### config.mk
export PLATFORM = sky130hd
export DESIGN_NAME = timed_release_latest_buffer
export DESIGN_NICKNAME = d
export VERILOG_FILES = /design/src/hw/rtl/trlb_pkg.sv /design/src/hw/rtl/trlb_ram.sv /design/src/hw/rtl/timed_release_latest_buffer.sv
export SDC_FILE = /design/constraint.sdc
export NUM_CORES = 2
export LEC_CHECK = 0
export ABC_CLOCK_PERIOD_IN_PS = 9500
export BUFFER_PORTS_ARGS = -buffer_cell sky130_fd_sc_hd__buf_2
export CAP_MARGIN = 20
export CELL_PAD_IN_SITES_DETAIL_PLACEMENT = 0
export CELL_PAD_IN_SITES_GLOBAL_PLACEMENT = 2
export CORE_MARGIN = 10
export CORE_UTILIZATION = 48
export DETAILED_ROUTE_END_ITERATION = 6
export PLACE_DENSITY = 0.89
export SETUP_SLACK_MARGIN = 0.05
export SLEW_MARGIN = 20
export SYNTH_ARGS = -nofsm -noshare
export SYNTH_HDL_FRONTEND = slang
export SYNTH_SLANG_ARGS = --single-unit
### constraint.sdc
create_clock -name clk -period 9.5 [get_ports clk]
set_clock_uncertainty 0.05 [all_clocks]
set_input_delay 0 -clock clk [delete_from_list [all_inputs] [get_ports clk]]
set_output_delay 0 -clock clk [all_outputs]
set_load 0.05 [all_outputs]
### src/hw/rtl/trlb_pkg.sv
package trlb_pkg;

	localparam int DEPTH_DEF      = 16;
	localparam int DATA_WIDTH_DEF = 32;

	localparam logic FUNC_ADD = 1'b0;
	localparam logic FUNC_GET = 1'b1;

	typedef struct packed {
		logic        func;
		logic [31:0] payload_in;
		logic [31:0] seq_in;
		logic [31:0] release_time;
		logic [31:0] current_time;
	} req_t;

	typedef struct packed {
		logic [31:0] data_out;
		logic        arrived;
		logic        dropped;
	} rsp_t;

endpackage

### src/hw/rtl/trlb_ram.sv
module trlb_ram #(
	parameter int WIDTH = 32,
	parameter int DEPTH = 16
) (
	input  logic                     clk,
	input  logic                     we,
	input  logic [$clog2(DEPTH)-1:0] waddr,
	input  logic [WIDTH-1:0]         wdata,
	input  logic [$clog2(DEPTH)-1:0] raddr,
	output logic [WIDTH-1:0]         rdata
);

	logic [WIDTH-1:0] mem [DEPTH];

	always_ff @(posedge clk) begin
		if (we) begin
			mem[waddr] <= wdata;
		end
		rdata <= mem[raddr];
	end

endmodule

### src/hw/rtl/timed_release_latest_buffer.sv
// Delay buffer for simulated link latency. A request with func add stores a payload with its
// sequence number and release time, kept in release-time order behind any equal times; a
// request with func get drops every entry released by current_time and reports the newest
// payload seen so far. Each request gives exactly one result, strobed by result_valid for one
// cycle right after the request finishes; the receiver cannot stall it. busy is high while a
// request is at work. An add on a full table drops its entry and one on an empty table stores
// it straight from idle; otherwise the add reads and compares entries from the tail, moving
// each later one back a slot, and ends with a final write when it lands at the head. A get on
// an empty table answers from idle; otherwise it reads and compares entries from the head. Each
// step has a read and a compare state: the single entry memory has one registered read port.
// After reset the table is empty at once; no clearing pass is needed.
module timed_release_latest_buffer #(
	parameter int DEPTH      = trlb_pkg::DEPTH_DEF,
	parameter int DATA_WIDTH = trlb_pkg::DATA_WIDTH_DEF
) (
	input  logic           clk,
	input  logic           arst_n,
	input  logic           start,
	output logic           busy,
	input  trlb_pkg::req_t req,
	output logic           result_valid,
	output trlb_pkg::rsp_t result
);

	import trlb_pkg::*;

	localparam int IW = $clog2(DEPTH);
	localparam int CW = $clog2(DEPTH + 1);
	localparam int EW = DATA_WIDTH + 64;

	localparam logic [2:0] ST_IDLE    = 3'd0;
	localparam logic [2:0] ST_ADD_RD  = 3'd1;
	localparam logic [2:0] ST_ADD_CMP = 3'd2;
	localparam logic [2:0] ST_ADD_FIN = 3'd3;
	localparam logic [2:0] ST_GET_RD  = 3'd4;
	localparam logic [2:0] ST_GET_CMP = 3'd5;

	logic [2:0]            state_q;
	logic [CW-1:0]         count_q;
	logic [IW-1:0]         head_q;
	logic [IW-1:0]         k_q;
	logic [DATA_WIDTH-1:0] last_pay_q;
	logic [31:0]           last_seq_q;
	logic [DATA_WIDTH-1:0] pick_pay_q;
	logic [31:0]           pick_seq_q;
	req_t                  req_q;
	rsp_t                  result_q;
	logic                  result_valid_q;

	logic                  mem_we;
	logic [IW-1:0]         mem_waddr;
	logic [EW-1:0]         mem_wdata;
	logic [IW-1:0]         mem_raddr;
	logic [EW-1:0]         rd_word;
	logic [31:0]           rd_time;
	logic [31:0]           rd_seq;
	logic [DATA_WIDTH-1:0] rd_pay;
	logic [DATA_WIDTH-1:0] npick_pay;
	logic [31:0]           npick_seq;
	logic [CW-1:0]         k_next;

	function automatic logic [IW-1:0] phys(input logic [IW-1:0] head, input logic [CW-1:0] off);
		logic [CW:0] sum;
		sum = (CW+1)'(head) + (CW+1)'(off);
		if (sum >= (CW+1)'(DEPTH)) begin
			sum = sum - (CW+1)'(DEPTH);
		end
		return sum[IW-1:0];
	endfunction

	assign busy         = (state_q != ST_IDLE);
	assign result_valid = result_valid_q;
	assign result       = result_q;

	assign rd_pay  = rd_word[DATA_WIDTH-1:0];
	assign rd_seq  = rd_word[DATA_WIDTH+31:DATA_WIDTH];
	assign rd_time = rd_word[DATA_WIDTH+63:DATA_WIDTH+32];
	assign k_next  = CW'(k_q) + CW'(1);

	always_comb begin
		if (rd_seq > pick_seq_q) begin
			npick_seq = rd_seq;
			npick_pay = rd_pay;
		end else begin
			npick_seq = pick_seq_q;
			npick_pay = pick_pay_q;
		end
	end

	always_comb begin
		mem_raddr = phys(head_q, CW'(k_q));
		mem_we    = 1'b0;
		mem_waddr = head_q;
		mem_wdata = {req_q.release_time, req_q.seq_in, DATA_WIDTH'(req_q.payload_in)};
		unique case (state_q) inside
			ST_IDLE: begin
				mem_wdata = {req.release_time, req.seq_in, DATA_WIDTH'(req.payload_in)};
				mem_we    = start && (req.func == FUNC_ADD) && (count_q == '0);
			end
			ST_ADD_CMP: begin
				mem_we    = 1'b1;
				mem_waddr = phys(head_q, k_next);
				if (req_q.release_time < rd_time) begin
					mem_wdata = rd_word;
				end
			end
			ST_ADD_FIN: begin
				mem_we = 1'b1;
			end
			ST_ADD_RD, ST_GET_RD, ST_GET_CMP: begin
				mem_we = 1'b0;
			end
			default: begin
				mem_we = 1'b0;
			end
		endcase
	end

	trlb_ram #(
		.WIDTH(EW),
		.DEPTH(DEPTH)
	) u_entries (
		.clk  (clk),
		.we   (mem_we),
		.waddr(mem_waddr),
		.wdata(mem_wdata),
		.raddr(mem_raddr),
		.rdata(rd_word)
	);

	always_ff @(posedge clk or negedge arst_n) begin
		if (!arst_n) begin
			state_q        <= ST_IDLE;
			count_q        <= '0;
			head_q         <= '0;
			last_pay_q     <= '0;
			last_seq_q     <= '0;
			result_valid_q <= 1'b0;
		end else begin
			result_valid_q <= 1'b0;
			unique case (state_q)
				ST_IDLE: begin
					if (start) begin
						req_q <= req;
						if (req.func == FUNC_ADD) begin
							if (count_q == CW'(DEPTH)) begin
								result_valid_q    <= 1'b1;
								result_q.data_out <= 32'(last_pay_q);
								result_q.arrived  <= 1'b0;
								result_q.dropped  <= 1'b1;
							end else if (count_q == '0) begin
								count_q           <= CW'(1);
								result_valid_q    <= 1'b1;
								result_q.data_out <= 32'(last_pay_q);
								result_q.arrived  <= 1'b0;
								result_q.dropped  <= 1'b0;
							end else begin
								k_q     <= IW'(count_q - CW'(1));
								state_q <= ST_ADD_RD;
							end
						end else begin
							if (count_q == '0) begin
								result_valid_q    <= 1'b1;
								result_q.data_out <= 32'(last_pay_q);
								result_q.arrived  <= 1'b0;
								result_q.dropped  <= 1'b0;
							end else begin
								k_q        <= '0;
								pick_seq_q <= last_seq_q;
								pick_pay_q <= last_pay_q;
								state_q    <= ST_GET_RD;
							end
						end
					end
				end
				ST_ADD_RD: begin
					state_q <= ST_ADD_CMP;
				end
				ST_ADD_CMP: begin
					if (req_q.release_time < rd_time) begin
						if (k_q == '0) begin
							state_q <= ST_ADD_FIN;
						end else begin
							k_q     <= k_q - IW'(1);
							state_q <= ST_ADD_RD;
						end
					end else begin
						count_q           <= count_q + CW'(1);
						result_valid_q    <= 1'b1;
						result_q.data_out <= 32'(last_pay_q);
						result_q.arrived  <= 1'b0;
						result_q.dropped  <= 1'b0;
						state_q           <= ST_IDLE;
					end
				end
				ST_ADD_FIN: begin
					count_q           <= count_q + CW'(1);
					result_valid_q    <= 1'b1;
					result_q.data_out <= 32'(last_pay_q);
					result_q.arrived  <= 1'b0;
					result_q.dropped  <= 1'b0;
					state_q           <= ST_IDLE;
				end
				ST_GET_RD: begin
					state_q <= ST_GET_CMP;
				end
				ST_GET_CMP: begin
					if (rd_time <= req_q.current_time) begin
						if (k_next == count_q) begin
							head_q            <= phys(head_q, count_q);
							count_q           <= '0;
							last_pay_q        <= npick_pay;
							last_seq_q        <= npick_seq;
							result_valid_q    <= 1'b1;
							result_q.data_out <= 32'(npick_pay);
							result_q.arrived  <= 1'b1;
							result_q.dropped  <= 1'b0;
							state_q           <= ST_IDLE;
						end else begin
							pick_pay_q <= npick_pay;
							pick_seq_q <= npick_seq;
							k_q        <= k_q + IW'(1);
							state_q    <= ST_GET_RD;
						end
					end else begin
						result_valid_q   <= 1'b1;
						result_q.dropped <= 1'b0;
						if (k_q == '0) begin
							result_q.data_out <= 32'(last_pay_q);
							result_q.arrived  <= 1'b0;
						end else begin
							head_q            <= phys(head_q, CW'(k_q));
							count_q           <= count_q - CW'(k_q);
							last_pay_q        <= pick_pay_q;
							last_seq_q        <= pick_seq_q;
							result_q.data_out <= 32'(pick_pay_q);
							result_q.arrived  <= 1'b1;
						end
						state_q <= ST_IDLE;
					end
				end
				default: begin
					state_q <= ST_IDLE;
				end
			endcase
		end
	end

	a_count_bound: assert property (@(posedge clk) disable iff (!arst_n)
		count_q <= CW'(DEPTH))
		else $error("entry count exceeds table depth");

	a_result_idle: assert property (@(posedge clk) disable iff (!arst_n)
		result_valid_q |-> (state_q == ST_IDLE))
		else $error("result strobed while a request is still at work");

	a_drop_full: assert property (@(posedge clk) disable iff (!arst_n)
		(result_valid_q && result_q.dropped) |-> (count_q == CW'(DEPTH)))
		else $error("add dropped although the table had room");

	a_arrive_shrinks: assert property (@(posedge clk) disable iff (!arst_n)
		(result_valid_q && result_q.arrived) |-> (count_q < $past(count_q)))
		else $error("get released entries without shrinking the table");

	a_no_write_on_get: assert property (@(posedge clk) disable iff (!arst_n)
		mem_we |-> !(state_q == ST_GET_RD || state_q == ST_GET_CMP))
		else $error("entry memory written during a get");

endmodule

# --- Word level (Yosys, flattened, before mapping) ---
# Memories as Yosys holds them, arrays and structs flattened. A register that Yosys moved wholly into a read port is not among the register bits.
# Cells that the tools add are included.
totals:
  reg_bits: 307
  ramBits: 1536
  input_bits: 132
  output_inout_bits: 36
  elab_cells: 154
  memories: 1
mem_list:
  columns: ["name", "depth", "word_bits", "read_ports", "rd_ports_with_merged_regs", "wr", "line_no", "rtl"]
  rows:
  - ["u_entries.mem", 16, 96, 1, 1, 1, "trlb_ram.sv:13", "logic [WIDTH-1:0] mem [DEPTH];"]
classes:
  addsub: 12
  n_lt_le_gt_ge: 6
  n_eq_ne: 23
  n_mux: 78
  bitwise: 1
  n_reduce_logical: 17
op_table:
  columns: ["operator", "n"]
  rows:
  - ["$mux 32", 18]
  - ["$mux 34", 7]
  - ["$pmux 96 s2", 1]
  - ["$pmux 34 s4", 1]
  - ["$pmux 32 s2", 2]
  - ["$mux 96", 1]
  - ["$mux 4", 16]
  - ["$mux 5", 8]
  - ["$mux 33", 1]
  - ["$gt 32x32->1", 1]
  - ["$le 32x32->1", 1]
  - ["$lt 32x32->1", 1]
  - ["$mux 3", 8]
  - ["$pmux 5 s4", 1]
  - ["$sub 4x1->4 const B", 5]
  - ["$ne 2x2->1 const B", 9]
  - ["$pmux 3 s5", 1]
  - ["$add 4x5->6", 2]
  - ["$ge 6x5->1 const B", 2]
  - ["$pmux 4 s3", 1]
  - ["$mux 1", 9]
  - ["$reduce_and 3->1", 3]
  - ["$reduce_and 9->1", 1]
  - ["$ne 2x1->1 const B", 4]
  - ["28 further kinds", 33]

# --- Logic depth before layout (Yosys ltp) ---
depth:
  depth_word: 6
  depth_mapped: 13

# --- By module ---
# From an unflattened synthesis, not the netlist that was laid out.
unflattened:
  hier_cells: 4357
  hier_area_um2: 77956.0
modules_own_cells:
  columns: ["module", "n_inst", "cells_each", "area_each_um2", "seq_area_each_um2"]
  rows:
  - ["trlb_ram", 1, 2460, 59355.7, 48046.1]
  - ["timed_release_latest_buffer", 1, 1897, 18600.3, 8833.5]

# --- Worst setup path before layout ---
# No wires, ideal clock.
synth_timing:
  path_kind: "register to register"
  start: "register k_q[0]"
  end: "memory u_entries.mem[1][0] in the netlist's numbering (enable)"
  setup_time_ns: 0.552
  arrival_time_ns: 6.418
  slack_ns: 2.480
  stages_incl_launch_ff: 9
  path_buffers: 3
  synth_period_minus_slack_ns: 7.020
  cell_sequence: "edfxtp_1 -> inv_1 -> ha_1 -> clkbuf_1 -> clkbuf_1 -> clkbuf_1 -> nor3b_1 -> o21ai_0 -> nor2_1"
synth_between:
  elab_chain_cells: 5
  elab_cells_between_ends: 6
synth_lines:
  columns: ["item", "line_no", "rtl"]
  rows:
  - ["from (decl)", "timed_release_latest_buffer.sv:41", "logic [IW-1:0] k_q;"]
  - ["from (signal assigned)", "timed_release_latest_buffer.sv:158", "k_q <= IW'(count_q - CW'(1));"]
  - ["from (signal assigned)", "timed_release_latest_buffer.sv:184", "k_q <= k_q - IW'(1);"]
  - ["from (signal assigned)", "timed_release_latest_buffer.sv:222", "k_q <= k_q + IW'(1);"]
  - ["$add 4x1->5 (*)", "timed_release_latest_buffer.sv:78", "assign k_next = CW'(k_q) + CW'(1);"]
  - ["$add 4x5->6 (*)", "timed_release_latest_buffer.sv:64", "sum = (CW+1)'(head) + (CW+1)'(off);"]
  - ["$ge 6x5->1 / $sub 4x1->4 (equally long branches)", "timed_release_latest_buffer.sv:65, timed_release_latest_buffer.sv:66", null]
  - ["$mux 4 (*)", "timed_release_latest_buffer.sv:65", "if (sum >= (CW+1)'(DEPTH)) begin"]
  - ["$mux 4 (*)", "timed_release_latest_buffer.sv:95", "unique case (state_q) inside"]
  - ["to (decl)", "trlb_ram.sv:13", null]
# Every way passes the cells marked *; elsewhere a longest branch is shown, timed or not.

# --- Worst setup path in the final report ---
layout_timing:
  start: "register state_q[1]"
  end: "memory u_entries.mem[12][47] in the netlist's numbering (enable)"
layout_between:
  elab_chain_cells: 5
  elab_cells_between_ends: 8
layout_lines:
  columns: ["item", "line_no", "rtl"]
  rows:
  - ["from (decl)", "timed_release_latest_buffer.sv:38", "logic [2:0] state_q;"]
  - ["from (signal assigned)", "timed_release_latest_buffer.sv:133", "state_q <= ST_IDLE;"]
  - ["from (signal assigned)", "timed_release_latest_buffer.sv:159", "state_q <= ST_ADD_RD;"]
  - ["from (signal assigned)", "timed_release_latest_buffer.sv:171", "state_q <= ST_GET_RD;"]
  - ["$eq 3x2->1", null, null]
  - ["$reduce_or 2->1 (no source line)", null, null]
  - ["$pmux 1 s2", "timed_release_latest_buffer.sv:95", null]
  - ["$mux 1", "trlb_ram.sv:16", "if (we) begin"]
  - ["$mux 1 (not written as such)", "trlb_ram.sv:17", "mem[waddr] <= wdata;"]
# Parallel ways exist; a longest one is shown, timed or not.

==> flow_summary.ini <==
[status]
outcome = finished clean

[routing]
initialDrtViolationCount = 5088
vias = 45300
wl_um = 206000
wl_per_cell_um = 27.3
ant_nets = 0
drc = 0
first_pass_iters = 5
via_per_inst = 5.99

[setup_path]
critPathMostFrequentCell = buf_4
crit_family = buffers and inverters
crit_slowest_cell = buf_4
start_kind = flip-flop
critPathCaptureType = flip-flop
crit_path_cell_trace = buf_4 > nand2_1 > nor2_1 > xnor2_1 > or2_2 > nor2_4 > buf_4 > buf_4
max_stage_delay_ps = 880
worstSetupPathType = flip-flop to flip-flop
cp_num_buf_inv = 3
required_ps = 9880
critPathMaxFanout = 47
worstPathArrival_ps = 5800

[clocking]
clkTransAtPathRegs_ps = 60
postCtsSetupBuffers = 0
root_buffer = clkbuf_16
cts_max_level = 4
insertion_delay_ps = 840
clock_path_buffers = 3
clock_sinks = 1939
cts_buffers = 191
cts_tree = built

[sta]
setup_viol = 0
period_share = 0.571
setup_tns_ps = 0
rsz0062_at_grt = false
slew_viol_final = 0
worst_slew_pin_slew_ps = 1180
finalHoldViolCount = 0
maxSlewHeadroom = 0.207
fmax_mhz = 184
period_minus_slack_ps = 5430

[die]
die_h_um = 425
dieArea_sq_um = 180000
row_count = 148
io_pins = 168
die_w_um = 425
start_util = 0.483
core-area_sq_um = 163000

[final_layout]
syn2layout_area_growth_pct = 16.6
nets = 5452
fill_cells = 12200
utilization = 0.563
drive_gt1_frac = 0.192

[yosys]
avgSynthCellArea_sq_um = 16.7
synth_top_area_share = 0.675
synthArstFlopShare = 0.0397
synthFlopType = edfxtp_1
ys_warn_count = 0
ys_seq_elements = 1939
netlist_area_sq_um = 78600
ys_top_cells_by_area = edfxtp_1, mux4_2, nand2_1
synthDistinctLibCells = 61
ys_seq_area_frac = 0.724
synthCells = 4698
synth_edf_count = 1766
synthesis.nets = 4950
yosys.area.top_type = edfxtp_1

[grt]
grt_usage = 0.226
grt_overflow = 0
grt_pass1_wl_um = 305000
grt_pass1_vias = 45500
antenna_found_initial = 16
grt_start_max_net_pins = 141

[power_and_ir_drop]
vdd_ir_drop_max_mv = 0.725
powerDensity_nw_per_um2 = 378
p_leak_uw = 0.0319

[place]
port-buffer-count = 167
gp_congestion = 0.808
hpwl_um = 103000

[run]
maxCapViolations = 0

[hold_path]
hp-class = input port to flip-flop
[kinds of logic (layout without fill, tap and decap cells)]
| kind of cell | Yosys count | count (layout) | share of synthesized area |
|---|---|---|---|
| DFF | 1939 | 1939 | 0.724 |
| and+or+nand+nor | 1071 | 1071 | 0.0601 |
| AOI/OAI and AO/OA | 657 | 657 | 0.0480 |
| muxes | 514 | 514 | 0.127 |
| buffers and inverters | 377 | 1044 | 0.0193 |
| adders and majority gates | 120 | 120 | 0.0196 |
| xor gates and xnor gates | 20 | 20 | 0.00223 |
| other | 0 | 10 | 0 |
[power breakdown]
| part | switching, uW | internal (uW) |
|---|---|---|
| logic | 8980 | 5660 |
| registers | 694 | 11600 |
| clock network | 3260 | 4420 |
[layout make-up]
| type | instances | area, sq um | area share |
|---|---|---|---|
| timing repair buffer | 576 | 4760 | 0.0520 |
| tap | 2175 | 2720 | 0.0297 |
| antenna | 10 | 25.0 | 0.000273 |
| clock buffer | 242 | 5060 | 0.0553 |
| sequential | 1939 | 56900 | 0.621 |
| clock inverter | 116 | 1290 | 0.0141 |
| multi-input combinational | 2382 | 20400 | 0.223 |
| inverter | 110 | 415 | 0.00454 |
[routing by layer]
metal / GRT usage / wire (um) / vias to the layer above
li1: - / - / 19300
met5: 0 / 68 / -
met1: 0.303 / 80800 / 23400
met3: 0.0441 / 17100 / 418
met4: 0.0771 / 6830 / 10
met2: 0.371 / 101000 / 2123
[repair_timing]
item / in CTS / in global routing
endpoints found under the hold margin: 1470 / 0
hold buffers: 262 / 0
resized for setup: 0 / 0
[flip-flops by register name, indices dropped and copies added, names as in the netlist]
name and count:
u_entries.mem 1536, req_q 128, u_entries.rdata 96, result 34
last_pay_q 32, last_seq_q 32, pick_pay_q 32, pick_seq_q 32
count_q 5, head_q 4, k_q 4, state_q 3
result_valid 1
[path summary, 6_finish.rpt]
| kind | startpoint | endpoint | slack (ps) | cells past startpoint |
|---|---|---|---|---|
| max in group asynchronous | arst_n | last_seq_q[24] | 8220 | 4 |
| hold / removal | req[128] | k_q[1] | 210 | 3 |
| setup / recovery | state_q[1] | u_entries.mem[12][47] | 4070 | 8 |
| min in group asynchronous | arst_n | last_pay_q[10] | 270 | 4 |
| setup reg to reg | state_q[1] | u_entries.mem[12][47] | 4070 | 8 |
| hold reg to reg | last_seq_q[12] | last_seq_q[12] | 480 | 2 |
[tightest hold or removal path, cell delays in order]
cell and delay [ps]:
dlygate4sd3_1 530, buf_2 260, o31ai_1 120
[cells in the mapped netlist, types with 24 or more instances]
cell type / n
edfxtp_1: 1766
nand2_1: 580
mux4_2: 384
a21oi_1: 246
o21ai_0: 214
nor2_1: 206
clkbuf_1: 175
mux2i_1: 130
ha_1: 115
inv_1: 109
a31oi_1: 105
and3_1: 101
nor2b_1: 101
dfxtp_1: 96
dfrtp_1: 77
buf_1: 55
a221o_1: 32
buf_2: 24
[layout by cell type (no fill, tap or decap), types with 114 or more instances in the layout]
| cell type | netlist | layout |
|---|---|---|
| buf_4 | 7 | 133 |
| dlygate4sd3_1 | 0 | 261 |
| nor2_1 | 206 | 189 |
| ha_1 | 115 | 114 |
| buf_2 | 24 | 166 |
| edfxtp_1 | 1766 | 1766 |
| a21oi_1 | 246 | 246 |
| nand2_1 | 580 | 580 |
| clkbuf_16 | 0 | 192 |
| o21ai_0 | 214 | 188 |
| mux4_2 | 384 | 384 |
| mux2i_1 | 130 | 130 |
[stage by stage]
stage | cell area, sq um | setup slack [ps] | cells | hold WS [ps] | total power, uW
global placement | 82500 | 4150 | 6917 | -33.6 | 26700
floorplan | 78600 | 2480 | 4698 | -346 | 22200
finish | 91600 | 4070 | 7550 | 208 | 34600
detailed placement | 82500 | 4140 | 6919 | -31.6 | 26900
global route | 91600 | 3820 | 7546 | 235 | 36300
CTS | 91500 | 4090 | 7539 | 198 | 34700
(Power assumes the default switching activity.)
